## config.mk

```make
export PLATFORM = sky130hd
export DESIGN_NAME = rld_ctrl
export DESIGN_NICKNAME = d
export VERILOG_FILES = /design/src/rtl/assert_macros.svh /design/src/rtl/rld_pkg.sv /design/src/rtl/rld_ctrl.sv
export SDC_FILE = /design/constraint.sdc
export NUM_CORES = 1
export LEC_CHECK = 0
export ABC_AREA = 1
export BUFFER_PORTS_ARGS = -buffer_cell sky130_fd_sc_hd__buf_4
export CELL_PAD_IN_SITES_DETAIL_PLACEMENT = 0
export CELL_PAD_IN_SITES_GLOBAL_PLACEMENT = 2
export CORE_UTILIZATION = 29
export CTS_BUF_LIST = sky130_fd_sc_hd__clkbuf_4 sky130_fd_sc_hd__clkbuf_8
export CTS_CLUSTER_DIAMETER = 200
export DETAILED_ROUTE_END_ITERATION = 6
export GPL_ROUTABILITY_DRIVEN = 0
export PLACE_DENSITY = 0.88
export SLEW_MARGIN = 20
export SYNTH_ARGS = -nofsm -noshare
export SYNTH_HDL_FRONTEND = slang
export SYNTH_SLANG_ARGS = --single-unit
```

## constraint.sdc

```tcl
create_clock -name aclk -period 3.61 [get_ports aclk]
set_input_delay 0.722 -clock aclk [delete_from_list [all_inputs] [get_ports aclk]]
set_output_delay 0.722 -clock aclk [all_outputs]
set_load 0.1 [all_outputs]
```

## src/rtl/assert_macros.svh

```systemverilog
// assertion macros used by the top-level rtl file
`ifndef ASSERT_MACROS_SVH
`define ASSERT_MACROS_SVH

// antecedent implies consequent in the same cycle
`define ASSERT_SAME(lbl, clk, rstn, ante, cons) \
    lbl: assert property (@(posedge clk) disable iff (!rstn) (ante) |-> (cons)) \
        else $error("assertion failed");

// antecedent implies consequent in the next cycle
`define ASSERT_NEXT(lbl, clk, rstn, ante, cons) \
    lbl: assert property (@(posedge clk) disable iff (!rstn) (ante) |=> (cons)) \
        else $error("assertion failed");

`endif

```

## src/rtl/rld_pkg.sv

```systemverilog
// constants, codes, types and ring helpers of the run length deque
package rld_pkg;

    localparam int CAPACITY    = 256;
    localparam int VALUE_BITS  = 32;
    localparam int ITEM_BITS   = 32;
    localparam int MODE_BITS   = 3;
    localparam int STATUS_BITS = 2;
    localparam int IDX_BITS    = $clog2(CAPACITY);
    localparam int CNT_BITS    = $clog2(CAPACITY + 1);
    localparam int WORD_BITS   = VALUE_BITS + CNT_BITS;

    localparam logic [MODE_BITS-1:0] MODE_PUSH_FRONT  = 3'd0;
    localparam logic [MODE_BITS-1:0] MODE_PUSH_BACK   = 3'd1;
    localparam logic [MODE_BITS-1:0] MODE_POP_FRONT   = 3'd2;
    localparam logic [MODE_BITS-1:0] MODE_POP_BACK    = 3'd3;
    localparam logic [MODE_BITS-1:0] MODE_QUERY_LEFT  = 3'd4;
    localparam logic [MODE_BITS-1:0] MODE_QUERY_RIGHT = 3'd5;

    localparam logic [STATUS_BITS-1:0] STATUS_OK    = 2'd0;
    localparam logic [STATUS_BITS-1:0] STATUS_EMPTY = 2'd1;
    localparam logic [STATUS_BITS-1:0] STATUS_FULL  = 2'd2;

    typedef struct packed {
        logic                 en;
        logic [IDX_BITS-1:0]  addr;
        logic [WORD_BITS-1:0] data;
    } mem_wr_t;

    typedef struct packed {
        logic [STATUS_BITS-1:0] status;
        logic [CNT_BITS-1:0]    run_length;
    } result_t;

    function automatic logic [IDX_BITS-1:0] ring_next(input logic [IDX_BITS-1:0] i);
        return (i == IDX_BITS'(CAPACITY - 1)) ? '0 : i + IDX_BITS'(1);
    endfunction

    function automatic logic [IDX_BITS-1:0] ring_prev(input logic [IDX_BITS-1:0] i);
        return (i == '0) ? IDX_BITS'(CAPACITY - 1) : i - IDX_BITS'(1);
    endfunction

endpackage

```

## src/rtl/rld_ctrl.sv

```systemverilog
// sequencer: end indices, totals and read-modify-write of the run store
module rld_ctrl (
    input  logic                           aclk,
    input  logic                           aresetn,
    input  logic                           s_valid,
    output logic                           s_ready,
    input  logic [rld_pkg::MODE_BITS-1:0]  s_mode,
    input  logic signed [rld_pkg::ITEM_BITS-1:0] s_item_value,
    output logic                           rd_en,
    output logic [rld_pkg::IDX_BITS-1:0]   rd_addr,
    input  logic [rld_pkg::WORD_BITS-1:0]  rd_data,
    output rld_pkg::mem_wr_t               mem_wr,
    output logic                           res_valid,
    input  logic                           res_ready,
    output rld_pkg::result_t               res
);
    import rld_pkg::*;

    localparam logic ST_IDLE = 1'b0;
    localparam logic ST_EXEC = 1'b1;

    logic                  state_reg, state_next;
    logic [MODE_BITS-1:0]  mode_reg;
    logic [VALUE_BITS-1:0] value_reg;
    logic [IDX_BITS-1:0]   front_reg, front_next;
    logic [IDX_BITS-1:0]   back_reg, back_next;
    logic [CNT_BITS-1:0]   runs_reg, runs_next;
    logic [CNT_BITS-1:0]   elems_reg, elems_next;

    logic [VALUE_BITS-1:0] rd_value;
    logic [CNT_BITS-1:0]   rd_count;
    logic                  at_front;
    logic [IDX_BITS-1:0]   end_idx;
    logic                  fire;

    assign s_ready  = (state_reg == ST_IDLE);
    assign rd_en    = s_valid && s_ready;
    assign rd_value = rd_data[VALUE_BITS-1:0];
    assign rd_count = rd_data[VALUE_BITS +: CNT_BITS];
    assign fire     = (state_reg == ST_EXEC) && res_ready;
    assign res_valid = fire;
    assign at_front = (mode_reg == MODE_PUSH_FRONT) || (mode_reg == MODE_POP_FRONT);
    assign end_idx  = at_front ? front_reg : back_reg;

    always_comb begin
        case (s_mode) inside
            MODE_PUSH_BACK, MODE_POP_BACK, MODE_QUERY_RIGHT: rd_addr = back_reg;
            default:                                         rd_addr = front_reg;
        endcase
    end

    always_comb begin
        state_next = state_reg;
        front_next = front_reg;
        back_next  = back_reg;
        runs_next  = runs_reg;
        elems_next = elems_reg;
        mem_wr     = '0;
        res        = '0;
        res.status = STATUS_OK;
        unique case (state_reg)
            ST_IDLE: begin
                if (s_valid) begin
                    state_next = ST_EXEC;
                end
            end
            ST_EXEC: begin
                if (res_ready) begin
                    state_next = ST_IDLE;
                    case (mode_reg) inside
                        MODE_PUSH_FRONT, MODE_PUSH_BACK: begin
                            if (elems_reg >= CNT_BITS'(CAPACITY)) begin
                                res.status = STATUS_FULL;
                            end else begin
                                elems_next = elems_reg + CNT_BITS'(1);
                                mem_wr.en  = 1'b1;
                                if (runs_reg == '0) begin
                                    back_next   = front_reg;
                                    mem_wr.addr = front_reg;
                                    mem_wr.data = {CNT_BITS'(1), value_reg};
                                    runs_next   = CNT_BITS'(1);
                                end else if (rd_value == value_reg) begin
                                    mem_wr.addr = end_idx;
                                    mem_wr.data = {rd_count + CNT_BITS'(1), rd_value};
                                end else begin
                                    if (at_front) begin
                                        front_next  = ring_prev(front_reg);
                                        mem_wr.addr = ring_prev(front_reg);
                                    end else begin
                                        back_next   = ring_next(back_reg);
                                        mem_wr.addr = ring_next(back_reg);
                                    end
                                    mem_wr.data = {CNT_BITS'(1), value_reg};
                                    runs_next   = runs_reg + CNT_BITS'(1);
                                end
                            end
                        end
                        MODE_POP_FRONT, MODE_POP_BACK: begin
                            if (elems_reg == '0) begin
                                res.status = STATUS_EMPTY;
                            end else begin
                                elems_next = elems_reg - CNT_BITS'(1);
                                if (rd_count <= CNT_BITS'(1) || elems_reg == CNT_BITS'(1)) begin
                                    runs_next = runs_reg - CNT_BITS'(1);
                                    if (runs_reg != CNT_BITS'(1)) begin
                                        if (at_front) begin
                                            front_next = ring_next(front_reg);
                                        end else begin
                                            back_next = ring_prev(back_reg);
                                        end
                                    end
                                end else begin
                                    mem_wr.en   = 1'b1;
                                    mem_wr.addr = end_idx;
                                    mem_wr.data = {rd_count - CNT_BITS'(1), rd_value};
                                end
                            end
                        end
                        MODE_QUERY_LEFT, MODE_QUERY_RIGHT: begin
                            if (runs_reg != '0) begin
                                res.run_length = rd_count;
                            end
                        end
                        default: begin
                        end
                    endcase
                end
            end
            default: state_next = ST_IDLE;
        endcase
    end

    always_ff @(posedge aclk) begin
        if (!aresetn) begin
            state_reg <= ST_IDLE;
            front_reg <= '0;
            back_reg  <= '0;
            runs_reg  <= '0;
            elems_reg <= '0;
        end else begin
            state_reg <= state_next;
            if (fire) begin
                front_reg <= front_next;
                back_reg  <= back_next;
                runs_reg  <= runs_next;
                elems_reg <= elems_next;
            end
        end
    end

    always_ff @(posedge aclk) begin
        if (rd_en) begin
            mode_reg  <= s_mode;
            value_reg <= s_item_value[VALUE_BITS-1:0];
        end
    end

endmodule

```

==> Flow_metrics.wiki <==
{| class="wikitable"
! Metric !! Value
|-
| Outcome || finished clean
|-
| Clock Skew || about 0.018 ns
|-
| Count of flip-flops with a built-in enable after synthesis || 35
|-
| Final worst setup slack || ~0.22 ns
|-
| Pin count of the biggest net entering global routing || between 40 and 50
|-
| Critical path endpoint category || output pin
|-
| Slowest library cell on the worst path || dfxtp_1
|-
| Average wire per standard cell || around 16 µm
|-
| Antenna Violating Nets Remaining || 0
|-
| Largest fanout on the critical path || 16
|-
| Vias in the first global route || roughly 6,400
|-
| Area growth from synthesis to layout || 32.8%
|-
| Commonest cells after routing, fill and taps aside || nand2_1, buf_4, inv_1, nor2_1, nand3_1
|-
| Final Slew Violations || 0
|-
| Delay of the slowest critical-path stage || 0.43 ns
|-
| Share of layout cells above drive strength 1 || 24.3%
|-
| Fraction of the yosys area taken by sequential cells || between 20% and 30%
|-
| Total of hold buffers inserted after clock tree synthesis || 0
|-
| Die outline area || 0.0224 mm²
|-
| Kind of critical path || flip-flop to output pin
|-
| Transition time at the pin with the least slew margin || ~0.57 ns
|-
| Top metal layer carrying routed signals || met4
|-
| Cell area after synthesis || 0.00632 mm²
|-
| Max-Cap Viols || 0
|-
| Standard cell core area || ~0.021 mm²
|-
| Max reg flops || 32
|-
| HPWL after detailed placement || between 15 and 20 mm
|-
| Dpl cell area || 0.00813 mm²
|-
| Max rail drop VDD || ~0.16 mV
|-
| Fin nets || ~1,200
|-
| F_max || 295 MHz
|-
| Routed wire length || roughly 23 mm
|-
| Maximum buffer depth of the clock tree || 2
|-
| Number of buffers created by CTS || 9
|-
| Net count of the mapped netlist || approximately 1,100
|-
| Total routing usage reported by global routing || between 20% and 30%
|-
| Unrepaired setup endpoints after global routing || false
|-
| DR WL met3 || between 1 and 1.5 mm
|-
| CTS root buffer || clkbuf_8
|-
| I/O Buffers || between 150 and 200
|-
| P_leak || about 3.8 nW
|-
| Met2 routed WL || a little under 10 mm
|-
| Overflow left after global routing || 0
|-
| Clock Latency Late Sink || roughly 0.37 ns
|-
| Most common library cell in the layout ignoring fill and taps || nand2_1
|-
| Number of cell rows || 53
|-
| Number of setup buffers added after CTS || 0
|-
| Wire length of the first global-routing pass || around 35 mm
|-
| Post-layout min period || ~3.4 ns
|-
| Endpoints failing hold || 0
|-
| Die Y || about 150 µm
|-
| Number of synthesized register bits || 70
|-
| Type of element launching the critical path || flip-flop
|-
| Detailed-routing iteration count for the pre-antenna-repair pass || 5
|-
| Yosys Warn Count || 0
|-
| DRT met1 WL || 10.7 mm
|-
| Clk sink count || 70
|-
| Antenna violations before repair || 0
|-
| Maximum level of the CTS H-tree || 3
|-
| Number of buffers and inverters on the critical path || 5
|-
| Series of cell instances along the critical path || inv_1 -> ha_1 -> inv_1 -> nor3_4 -> nand2_4 -> inv_6 -> nor2_4 -> nand3_2 -> inv_1 -> nand3b_1 -> a21oi_4 -> buf_6
|-
| Clock-pin slew reported for the worst setup and hold paths after clock tree synthesis || 0.09 ns
|-
| Width of the die || 150 µm
|-
| # DRC || 0
|-
| Post-Syn Instances || between 900 and 1,000
|-
| Mean number of vias per cell || 4.82
|-
| CTS tree || done
|-
| Most frequent CP cell || inv_1
|-
| Largest delay share family, worst path || simple AND/OR/NAND/NOR gates
|-
| Vias || ~6,800
|-
| Final cell area excluding filler cells || around 0.0084 mm²
|-
| Async SR Flop Fraction || 0%
|-
| Filler cells || 2,347
|-
| Power density normalized to cell area || ~290 mW/mm²
|-
| Top_reg_cell synth || edfxtp_1
|-
| Post-synth cell types || 51
|-
| Post-placement setup slack || 0.196 ns
|-
| Worst min-delay path category || flip-flop to flip-flop
|-
| Total Neg Setup Slack || 0 ns
|-
| Count of instances resized after the clock tree is built || 0
|-
| Crit path DAT || 2.67 ns
|-
| Crit share post-route || between 90% and 100%
|-
| DRC marker count from the first detailed-route iteration || approximately 380
|-
| # IOs || 152
|-
| Worst relative slew slack || 61.7%
|-
| Initial Utilization || slightly below 30%
|-
| Syn avg cell area || 6.39 µm²
|-
| Total inserted antenna cells || 0
|-
| Final setup vio count || 0
|-
| Required time reported for the critical path endpoint || just under 3 ns
|}
## worst paths after layout
| path | from | endpoint | slack, ns | cells past startpoint |
|---|---|---|---|---|
| setup / recovery | runs_reg[0]$_SDFFE_PN0P_ | mem_wr[35] | 0.22 | 12 |
| hold / removal | elems_reg[6]$_SDFFE_PN0P_ | elems_reg[6]$_SDFFE_PN0P_ | 0.52 | 2 |
| setup reg to reg | runs_reg[0]$_SDFFE_PN0P_ | runs_reg[7]$_SDFFE_PN0P_ | 1.07 | 13 |
| hold reg to reg | elems_reg[6]$_SDFFE_PN0P_ | elems_reg[6]$_SDFFE_PN0P_ | 0.52 | 2 |
## cells in the mapped netlist (4+ instances only)
cell type,count,area [µm²]
inv_2,8,30.0
a21oi_2,10,87.6
nand2_4,5,56.3
ha_1,17,213
clkbuf_1,11,41.3
o21ai_0,72,360
nand2_1,265,995
dfxtp_1,35,701
o211ai_1,4,30.0
nand4_1,17,106
buf_2,18,90.1
nor3_1,24,120
nor2_1,111,417
nand3b_1,14,105
inv_1,112,420
xnor2_1,23,201
edfxtp_1,35,1050
xor2_1,19,166
nor2_2,6,37.5
nand3_1,79,395
buf_6,4,45.0
a21oi_1,55,275
## worst reg2reg max path, stage by stage, from the launching register on
cell     delay [ns]
dfxtp_1        0.43
inv_1          0.13
ha_1           0.21
inv_1          0.11
nor3_4         0.06
nand2_4        0.24
inv_6          0.14
nor2_4         0.19
nand3_2        0.17
nand3_1        0.11
buf_4          0.19
inv_1          0.19
o21ai_0        0.20
nor2_1         0.06
## cell type report
cell class                      instances  area [µm²]  share of cell area, %
Inverter                              124         474                   5.65
Tap cell                              275         344                   4.10
Multi-Input combinational cell        757        4210                   50.1
Clock inverter                          6         133                   1.58
Clock buffer                           10         138                   1.64
Sequential cell                        70        1750                   20.9
Timing Repair Buffer                  173        1350                   16.1
## layer usage
layer	vias up	track usage, %
met1	3077	27.9
met2	210	32.0
met4	0	7.37
li1	3504	-
met5	-	0
met3	34	2.77
## cells by family after synthesis
family	count (synthesis)	share of synthesized area, %
AND/OR/NAND/NOR	537	38.0
buffers and inverters	162	10.7
AO/OA/AOI/OAI	161	14.4
flip-flops	70	27.7
XOR/XNOR	42	5.82
adder cells (fa/ha/maj)	17	3.36
## power by group
group	switching, mW	total, mW	internal [mW]
Clock	0.346	0.894	0.547
Sequential	0.0256	0.897	0.872
Combinational	0.435	0.647	0.212
## per-stage QoR
stage          cells  total power [mW]  hold slack [ns]  util [%]
2_1_floorplan    989              1.36            0.471         -
3_3_place_gp    1399              1.57            0.497      38.3
3_5_place_dp    1399              1.56            0.509      38.3
4_1_cts         1415              2.47            0.497      39.6
5_1_grt         1415              2.55            0.501      39.6
6_report        1415              2.44            0.521      39.6
(Power assumes the default switching activity.)
