`src/rtl/assert_macros.svh`:
```
// assertion macros used by the top-level rtl file
`ifndef ASSERT_MACROS_SVH
`define ASSERT_MACROS_SVH

// antecedent implies consequent in the same cycle
`define ASSERT_SAME(lbl, clk, rstn, ante, cons) \
    lbl: assert property (@(posedge clk) disable iff (!rstn) (ante) |-> (cons)) \
        else $error("assertion failed");

// antecedent implies consequent in the next cycle
`define ASSERT_NEXT(lbl, clk, rstn, ante, cons) \
    lbl: assert property (@(posedge clk) disable iff (!rstn) (ante) |=> (cons)) \
        else $error("assertion failed");

`endif

```
`src/rtl/rld_ram.sv`:
```
// generic single write port ram with registered read
module rld_ram #(
    parameter int WIDTH = 8,
    parameter int DEPTH = 16
) (
    input  logic                     aclk,
    input  logic                     wr_en,
    input  logic [$clog2(DEPTH)-1:0] wr_addr,
    input  logic [WIDTH-1:0]         wr_data,
    input  logic                     rd_en,
    input  logic [$clog2(DEPTH)-1:0] rd_addr,
    output logic [WIDTH-1:0]         rd_data
);

    logic [WIDTH-1:0] mem_reg [DEPTH];
    logic [WIDTH-1:0] rd_data_reg;

    always_ff @(posedge aclk) begin
        if (wr_en) begin
            mem_reg[wr_addr] <= wr_data;
        end
        if (rd_en) begin
            rd_data_reg <= mem_reg[rd_addr];
        end
    end

    assign rd_data = rd_data_reg;

endmodule

```
`config.mk`:
```
export PLATFORM = sky130hd
export DESIGN_NAME = rld_ram
export DESIGN_NICKNAME = d
export VERILOG_FILES = /design/src/rtl/assert_macros.svh /design/src/rtl/rld_ram.sv
export SDC_FILE = /design/constraint.sdc
export NUM_CORES = 1
export LEC_CHECK = 0
export ABC_AREA = 1
export BUFFER_PORTS_ARGS = -buffer_cell sky130_fd_sc_hd__buf_2
export CORE_UTILIZATION = 45
export DETAILED_ROUTE_END_ITERATION = 10
export SLEW_MARGIN = 5
export SYNTH_ARGS = -nofsm -noshare
export SYNTH_HDL_FRONTEND = slang
export SYNTH_SLANG_ARGS = --single-unit
export TNS_END_PERCENT = 1
```
`constraint.sdc`:
```
create_clock -name aclk -period 2.15 [get_ports aclk]
set_input_delay 0.43 -clock aclk [delete_from_list [all_inputs] [get_ports aclk]]
set_output_delay 0.43 -clock aclk [all_outputs]
set_load 0.1 [all_outputs]
```
==> results.cfg, run 1 <==
[outcome]
status = completed

[routing]
first_pass_iters = 5
antenna_left = 0
viasPerCell = 4.93
drt_wl_total_um = 13000
drcViolationCount = 0
dr.first_iter.drc_count = 348
wire_per_inst_um = 16.8
via_count = 3832

[layout]
drive_gt1_share_pct = 11.9
finish.utilization_pct = 53.0
multiInputGateArea_um2 = 1210
fill_cells = 1134
layout.cells.non_filler = 777
regArea_um2 = 4080
largest_reg_flops = 128
antenna_cells = 0
layout.nets = 613
area_delta_synth_final_pct = 14.3

[die]
die_h_um = 116
coreArea_um2 = 12600
die_w_um = 116
floorplan.rows = 41
initial_core_util_pct = 46.3
dieArea_um2 = 13500
io_pins = 27

[sta]
fin_ws_ps = 452
maxSlewViolCount = 0
finalSetupTns_ps = 0
worst_pin_slew_ps = 687
setup_viol = 0
rsz0062_at_grt = false
max_freq_mhz = 589
hold_violations = 0
whs_ps = 394
clock_skew_ps = 5.02
maxSlewHeadroom_pct = 54.0
period_needed_ps = 1700
fin_crit_sh_pct = 79.0

[placement]
dpl.cell_count = 747
place.detailed.hpwl_um = 8140
port_buffers = 26
gp_congestion = 0.825
pre_cts_ws_ps = 444

[clock_tree]
post-cts-setup-buffers = 0
cts_buffers = 17
htreeDepth = 4
cts_tree = yes
clock_latency_ps = 410
cts_hold_buf = 0
cts_resized = 0
clkTransAtPathRegs_ps = 50
cts.path.max_buffers = 2
cts_num_sinks = 136
root_buffer = clkbuf_16

[worst_setup_path]
cpPeakStageDelay_ps = 460
cp_num_buf_inv = 1
cp.required_ps = 1720
arrival_ps = 1270
start_kind = register
crit_family = buffers and inverters
worst-path-max-fanout = 1
critPathKind = register to primary output
critical-path-slowest-cell = buf_2
end_kind = primary output
cp_cell_sequence = buf_2

[power_and_ir_drop]
peakVddDrop_mv = 0.606
leakagePower_uw = 0.00289
p_per_area_nw_per_um2 = 878

[yosys]
ys_seq_elements = 136
syn-num-nets = 570
syn_area_um2 = 5850
yosys_warnings = 0
postSynthAreaPerCell_um2 = 10.6
synth.distinct_cells = 11
seq_area_frac_synth_pct = 69.8
netlist_instances = 551

[grt]
antenna_found_initial = 0
grt_overflow = 0
grt_pass1_wl_um = 20100
grt_start_max_net_pins = 65
grt_pass1_vias = 3679
grt_usage_pct = 21.5

[worst_hold_path]
min_path_type = primary input to register

[flow_run]
maxCapViolCount = 0
cell usage after synthesis, drive strengths merged:
cell type | n | area, µm²
nand3b | 2 | 15.0
nand3 | 97 | 485
buf | 24 | 166
nand2 | 173 | 649
edfxtp | 136 | 4080
nor2 | 17 | 63.8
inv | 102 | 383
per-layer routing:
| metal | vias up | wire [µm] | share of wire, % | global-route usage (%) |
|---|---|---|---|---|
| met5 | - | 0 | 0 | 0 |
| met4 | 0 | 290 | 2.2 | 9.91 |
| met3 | 20 | 881 | 6.8 | 4.34 |
| met2 | 153 | 6130 | 47 | 33.3 |
| met1 | 1795 | 5710 | 44 | 29.5 |
| li1 | 1864 | - | - | - |
metrics by stage:
stage,total power (µW),cell area (µm²)
5_1_grt,6060,6680
3_5_place_dp,3510,6200
4_1_cts,5910,6680
2_1_floorplan,3360,5850
3_3_place_gp,3510,6200
6_report,5870,6680
worst register-to-register path, cell delays in order, from the launching register on:
cell	delay (ps)
edfxtp_1	360
inv_1	60
nand2_1	40
nand3_1	110
nand3_1	150
nand3_1	150
nand2_1	60
final timing paths:
check                                     from          to  slack, ps  depth (start not counted)
worst max-delay path                rd_data[6]  rd_data[6]        450                          1
worst min-delay path                     rd_en  rd_data[5]        390                          1
worst max register to register   mem_reg[7][3]  rd_data[3]        980                          6
worst min register to register  mem_reg[10][3]  rd_data[3]        730                          6
layout make-up:
class | instances | share of cell area, %
inverter | 102 | 5.73
clock buffer | 24 | 6.76
timing repair buffer | 48 | 4.61
sequential | 136 | 61.1
multi-input combinational | 289 | 18.2
tap | 172 | 3.22
clock inverter | 6 | 0.431
cell usage in the layout, fill, tap and decap left out:
master | Yosys | layout
buf_12 | 0 | 1
edfxtp_1 | 136 | 136
buf_4 | 4 | 21
nand3b_1 | 2 | 2
clkinv_2 | 0 | 5
clkinv_1 | 0 | 1
nand3_1 | 97 | 97
clkbuf_1 | 0 | 7
inv_1 | 100 | 100
clkbuf_16 | 0 | 17
inv_2 | 2 | 2
buf_2 | 13 | 26
nand2_1 | 173 | 173
nor2_1 | 17 | 17
logic make-up after synthesis:
kind of cell | count (synthesis) | synth area share, %
buffers and inverters | 126 | 9.39
flip-flops | 136 | 69.8
AND/OR/NAND/NOR | 289 | 20.8
power breakdown:
part           switching, µW  internal, µW  total, µW
clock network            968          1440       2410
registers               17.6          2990       3010
logic                    344           105        449
total                   1330          4540       5870
No activity file was read; power rests on OpenSTA's default activity.
==> inputs of run 2 (changes only) <==
==> constraint.sdc (replaced) <==
create_clock -name aclk -period 1.4 [get_ports aclk]
set_input_delay 0.28 -clock aclk [delete_from_list [all_inputs] [get_ports aclk]]
set_output_delay 0.28 -clock aclk [all_outputs]
set_load 0.1 [all_outputs]
==> run 2 against run 1 <==
Net effect: combinational power is 68% higher; count of clock-buffer cells in the layout is 6 lower; total power is 64% higher; clock skew is 0.52 ps lower; sequential power is 54% higher; non-clock buffer count is 11 higher; critical path depth stayed put; sequential cell count stayed put; clock power is 77% higher; worst hold slack worse by 170 ps; first-iteration DRC count is 19% lower; via count hardly changed; critical path type unchanged; critical endpoint is now rd_data[3].
==> results.cfg, run 2 (synthesis gave the netlist of run 1 again) <==
[power_and_ir_drop]
sw_frac_of_total_pct = 21.8
p_switching_uw = 2100
p_per_area_nw_per_um2 = 1390
pwr-share-clk_pct = 44.2
pwr-share-seq_pct = 47.9
p_comb_share_pct = 7.8
fin_total_pwr_uw = 9650
p_int_uw = 7540
peakVddDrop_mv = 0.899
leakagePower_uw = 0.00302

[clock_tree]
cts_num_sinks = 136
cts_buffers = 17
cts_hold_buf = 0
clock_latency_ps = 420
root_buffer = clkbuf_16
htreeDepth = 4
cts_tree = yes
cts.path.max_buffers = 2
clkTransAtPathRegs_ps = 50

[layout]
layout.cells.non_filler = 790
drive_gt1_share_pct = 13.9
final_area_um2 = 6940
finish.utilization_pct = 55.0
layout_common_cells = 173 x nand2_1, 136 x edfxtp_1, 100 x inv_1, 97 x nand3_1, 31 x buf_4
layout.nets = 624
largest_reg_flops = 128
area_delta_synth_final_pct = 18.7
antenna_cells = 0
mostFrequentLayoutCell = nand2_1

[grt]
grt_start_max_net_pins = 33
antenna_found_initial = 0
grt.met1_usage_pct = 28.5
grt_pass1_vias = 3788
grt_pass1_wl_um = 20600
grt_overflow = 0
use_met3_pct = 5.33
grt_usage_pct = 22.4
use_met2_pct = 36.3
top_usage_layer = met2

[sta]
worst_pin_slew_ps = 607
period_needed_ps = 1400
fin_crit_sh_pct = 99.8
rsz0062_at_grt = true
setup_viol = 0
maxSlewHeadroom_pct = 59.5
max_freq_mhz = 716
hold_violations = 0
maxSlewViolCount = 0
clock_skew_ps = 4.50

[placement]
port_buffers = 26
gp_congestion = 0.900
postPlaceCellArea_um2 = 6340
place.detailed.hpwl_um = 8600
dpl.cell_count = 758

[routing]
antenna_left = 0
wire_per_inst_um = 16.8
first_pass_iters = 4
viasPerCell = 4.85
drcViolationCount = 0
via_count = 3830
dr.first_iter.drc_count = 283
drt_wl_total_um = 13200

[worst_setup_path]
end_kind = primary output
arrival_ps = 1120
critical-path-slowest-cell = edfxtp_1
cpPeakStageDelay_ps = 470
cp_num_buf_inv = 1
cp_cell_sequence = buf_6
worst-path-max-fanout = 1
critPathKind = register to primary output
cp.required_ps = 1120
crit_family = flip-flops
start_kind = register

[die]
die_w_um = 116
io_pins = 27
coreArea_um2 = 12600
floorplan.rows = 41
initial_core_util_pct = 46.3
dieArea_um2 = 13500
die_h_um = 116

[flow_run]
maxCapViolCount = 0

[worst_hold_path]
min_path_type = primary input to register

[outcome]
status = completed
[run 2: changes by cell type in the layout (fill, tap and decap cells not counted)]
cell / delta
buf_6: +5
buf_4: +10
buf_2: -8
clkinv_1: +5
clkbuf_1: -6
bufinv_16: +3
buf_12: +4
[run 2: power groups by stage]
| stage | Clock (µW) | Sequential, µW | Combinational (µW) |
|---|---|---|---|
| 2_1_floorplan | 0 | 4840 | 322 |
| 3_5_place_dp | 0 | 4700 | 740 |
| 6_report | 4270 | 4630 | 754 |
| 5_1_grt | 4530 | 4630 | 820 |
| 4_1_cts | 4340 | 4620 | 759 |
| 3_3_place_gp | 0 | 4700 | 732 |
[run 2: worst paths after layout]
| check | from | cells after the start | slack (ps) | to |
|---|---|---|---|---|
| max reg2reg | mem_reg[7][5] | 6 | 230 | rd_data[5] |
| min reg2reg | mem_reg[2][0] | 6 | 750 | rd_data[0] |
| min | rd_en | 1 | 230 | rd_data[5] |
| max | rd_data[3] | 1 | 3 | rd_data[3] |
[run 2: repair_timing]
action                                  in CTS  in global routing
endpoints found under the setup margin       7                  1
setup buffers                                0                  0
gates resized for setup                     12                  0
[run 2: per-stage QoR]
stage          TNS, ps  hold slack, ps  setup slack [ps]
2_1_floorplan        0             379               169
3_3_place_gp     -1060             649              -179
3_5_place_dp     -1020             651              -174
4_1_cts              0             211              15.9
5_1_grt          -6.92             210             -6.92
6_report             0             227              2.58
[run 2: layout make-up]
cell class | instances | area, µm²
fillers | 1123 | 5680
flip-flops and latches | 136 | 4080
multi-input cells | 289 | 1210
repair buffers | 59 | 479
clock buffers | 18 | 429
inverters | 102 | 383
well taps | 172 | 215
clock inverters | 14 | 138
[run 2: metal layers]
metal  part of all wire, %  vias up  routed length (µm)
met5                     0        -                   0
met4                   2.1        0                 273
met3                   4.6       21                 608
met2                    49       80                6490
met1                    44     1836                5860
li1                      -     1893                   -
==> inputs of run 3 (changes only) <==
--- a/config.mk
+++ b/config.mk
@@ -7,8 +7,10 @@
 export LEC_CHECK = 0
 export ABC_AREA = 1
 export BUFFER_PORTS_ARGS = -buffer_cell sky130_fd_sc_hd__buf_2
+export CORE_ASPECT_RATIO = 0.7
 export CORE_UTILIZATION = 45
 export DETAILED_ROUTE_END_ITERATION = 10
+export MAX_ROUTING_LAYER = met4
 export SLEW_MARGIN = 5
 export SYNTH_ARGS = -nofsm -noshare
 export SYNTH_HDL_FRONTEND = slang
==> run 3 against run 2 <==
Net effect: the run now ends with design-rule violations left; clock skew up 1.3 ps; setup slack better by 38 ps; register-to-register slack better by 20 ps; worst hold slack gained 5.1 ps; critical path depth is the same; combinational power shrank 1%; sequential power hardly changed; maximum frequency is 2.8% higher; core utilization rose by 0.17 points; count of clock-buffer cells in the layout stayed put; clock power rose by 12%.
==> results.cfg, run 3 (synthesis gave the netlist of run 1 again) <==
[grt]
grt_pass1_vias = 3694
grt_start_max_net_pins = 38
antenna_found_initial = 0
grt_pass1_wl_um = 21700
grt_overflow = 0
grt_usage_pct = 23.0

[worst_setup_path]
reg2reg_from = mem_reg[11][5]
cp.required_ps = 1120
cp_num_buf_inv = 1
r2r_slack_ps = 250
rr_endpoint = rd_data[5]
critPathKind = register to primary output
arrival_ps = 1080
cpPeakStageDelay_ps = 450
cp_cell_sequence = buf_6
worst-path-max-fanout = 1
crit_family = flip-flops
end_kind = primary output
r2r_cells = 6
critical-path-slowest-cell = edfxtp_1
start_kind = register

[sta]
whs_ps = 232
max_freq_mhz = 736
maxSlewHeadroom_pct = 61.8
worst_pin_slew_ps = 572
rsz0062_at_grt = false
clock_skew_ps = 5.77
fin_crit_sh_pct = 97.1
maxSlewViolCount = 0
period_needed_ps = 1360
hold_violations = 0
setup_viol = 0

[routing]
wire_per_inst_um = 17.9
viasPerCell = 5.07
drcViolationCount = 6
drt_wl_total_um = 13900
antenna_left = 0
first_pass_iters = 8
via_count = 3933
dr.first_iter.drc_count = 491

[outcome]
violations = design-rule violations
status = complete, but fails checks

[clock_tree]
cts_hold_buf = 0
htreeDepth = 4
clkTransAtPathRegs_ps = 60
root_buffer = clkbuf_16
cts_num_sinks = 136
clock_latency_ps = 410
cts.path.max_buffers = 2
cts_buffers = 17
cts_tree = yes

[flow_run]
maxCapViolCount = 0

[power_and_ir_drop]
p_int_uw = 7920
peakVddDrop_mv = 0.981
pwr-share-seq_pct = 45.5
p_per_area_nw_per_um2 = 1460
leakagePower_uw = 0.00300
sw_frac_of_total_pct = 21.9
p_comb_share_pct = 7.3
pwr-share-clk_pct = 47.2
p_switching_uw = 2220

[die]
dieArea_um2 = 13500
io_pins = 27
floorplan.rows = 34
initial_core_util_pct = 46.6
die_w_um = 138
die_h_um = 97.4
coreArea_um2 = 12500

[layout]
mostFrequentLayoutCell = nand2_1
drive_gt1_share_pct = 13.9
finish.utilization_pct = 55.2
antenna_cells = 0
layout_common_cells = 173 x nand2_1, 136 x edfxtp_1, 100 x inv_1, 97 x nand3_1, 33 x buf_4
layout.nets = 620
largest_reg_flops = 128
area_delta_synth_final_pct = 18.4

[placement]
place.detailed.hpwl_um = 8930
gp_congestion = 0.880
port_buffers = 26

[worst_hold_path]
min_path_type = primary input to register
hold_depth = 1
min_to = rd_data[0]
min-delay-start = rd_en
run 3: what timing repair did:
action,in CTS,in global routing
buffers inserted,0,0
gates resized for setup,9,0
endpoints found under the setup margin,8,0
run 3: worst max path at each step:
| stage | cells past startpoint | endpoint | slack [ps] | startpoint |
|---|---|---|---|---|
| floorplan | 2 | mem_reg[10][0] | 170 | wr_addr[2] |
| global placement | 8 | rd_data[3] | -100 | rd_addr[0] |
| detailed placement | 8 | rd_data[5] | -90 | rd_addr[0] |
| CTS | 1 | rd_data[3] | 30 | rd_data[3] |
| global route | 1 | rd_data[3] | 10 | rd_data[3] |
| finish | 1 | rd_data[1] | 40 | rd_data[1] |
run 3: cell type report:
type	instances	area [µm²]
clock buffer	18	429
clock inverter	13	203
fill	1049	5630
inverter	102	383
multi-input combinational	289	1210
sequential	136	4080
tap	162	203
timing repair buffer	55	409
run 3: routing by layer:
metal	track usage, %	wire, µm	share of wire, %	vias up
li1	-	-	-	1884
met1	35.9	7030	51	1852
met2	29.2	5480	39	182
met3	4.88	1210	8.7	15
met4	7.26	162	1.2	0
met5	-	0	0	-
run 3: stage by stage:
step	total power, µW	worst slack, ps	std cells	setup TNS, ps	cell area (µm²)
floorplan	5160	169	551	0	5850
global placement	5420	-99.4	744	-397	6270
detailed placement	5420	-91.6	744	-372	6270
CTS	10200	25.6	775	0	6920
global route	10400	10.2	775	0	6920
finish	10100	41.1	775	0	6920
run 3: power by group through the flow:
| stage | logic [µW] | registers (µW) | clock network (µW) |
|---|---|---|---|
| 2_1_floorplan | 322 | 4840 | 0 |
| 3_3_place_gp | 720 | 4700 | 0 |
| 3_5_place_dp | 721 | 4700 | 0 |
| 4_1_cts | 737 | 4620 | 4830 |
| 5_1_grt | 805 | 4620 | 4980 |
| 6_report | 743 | 4620 | 4780 |
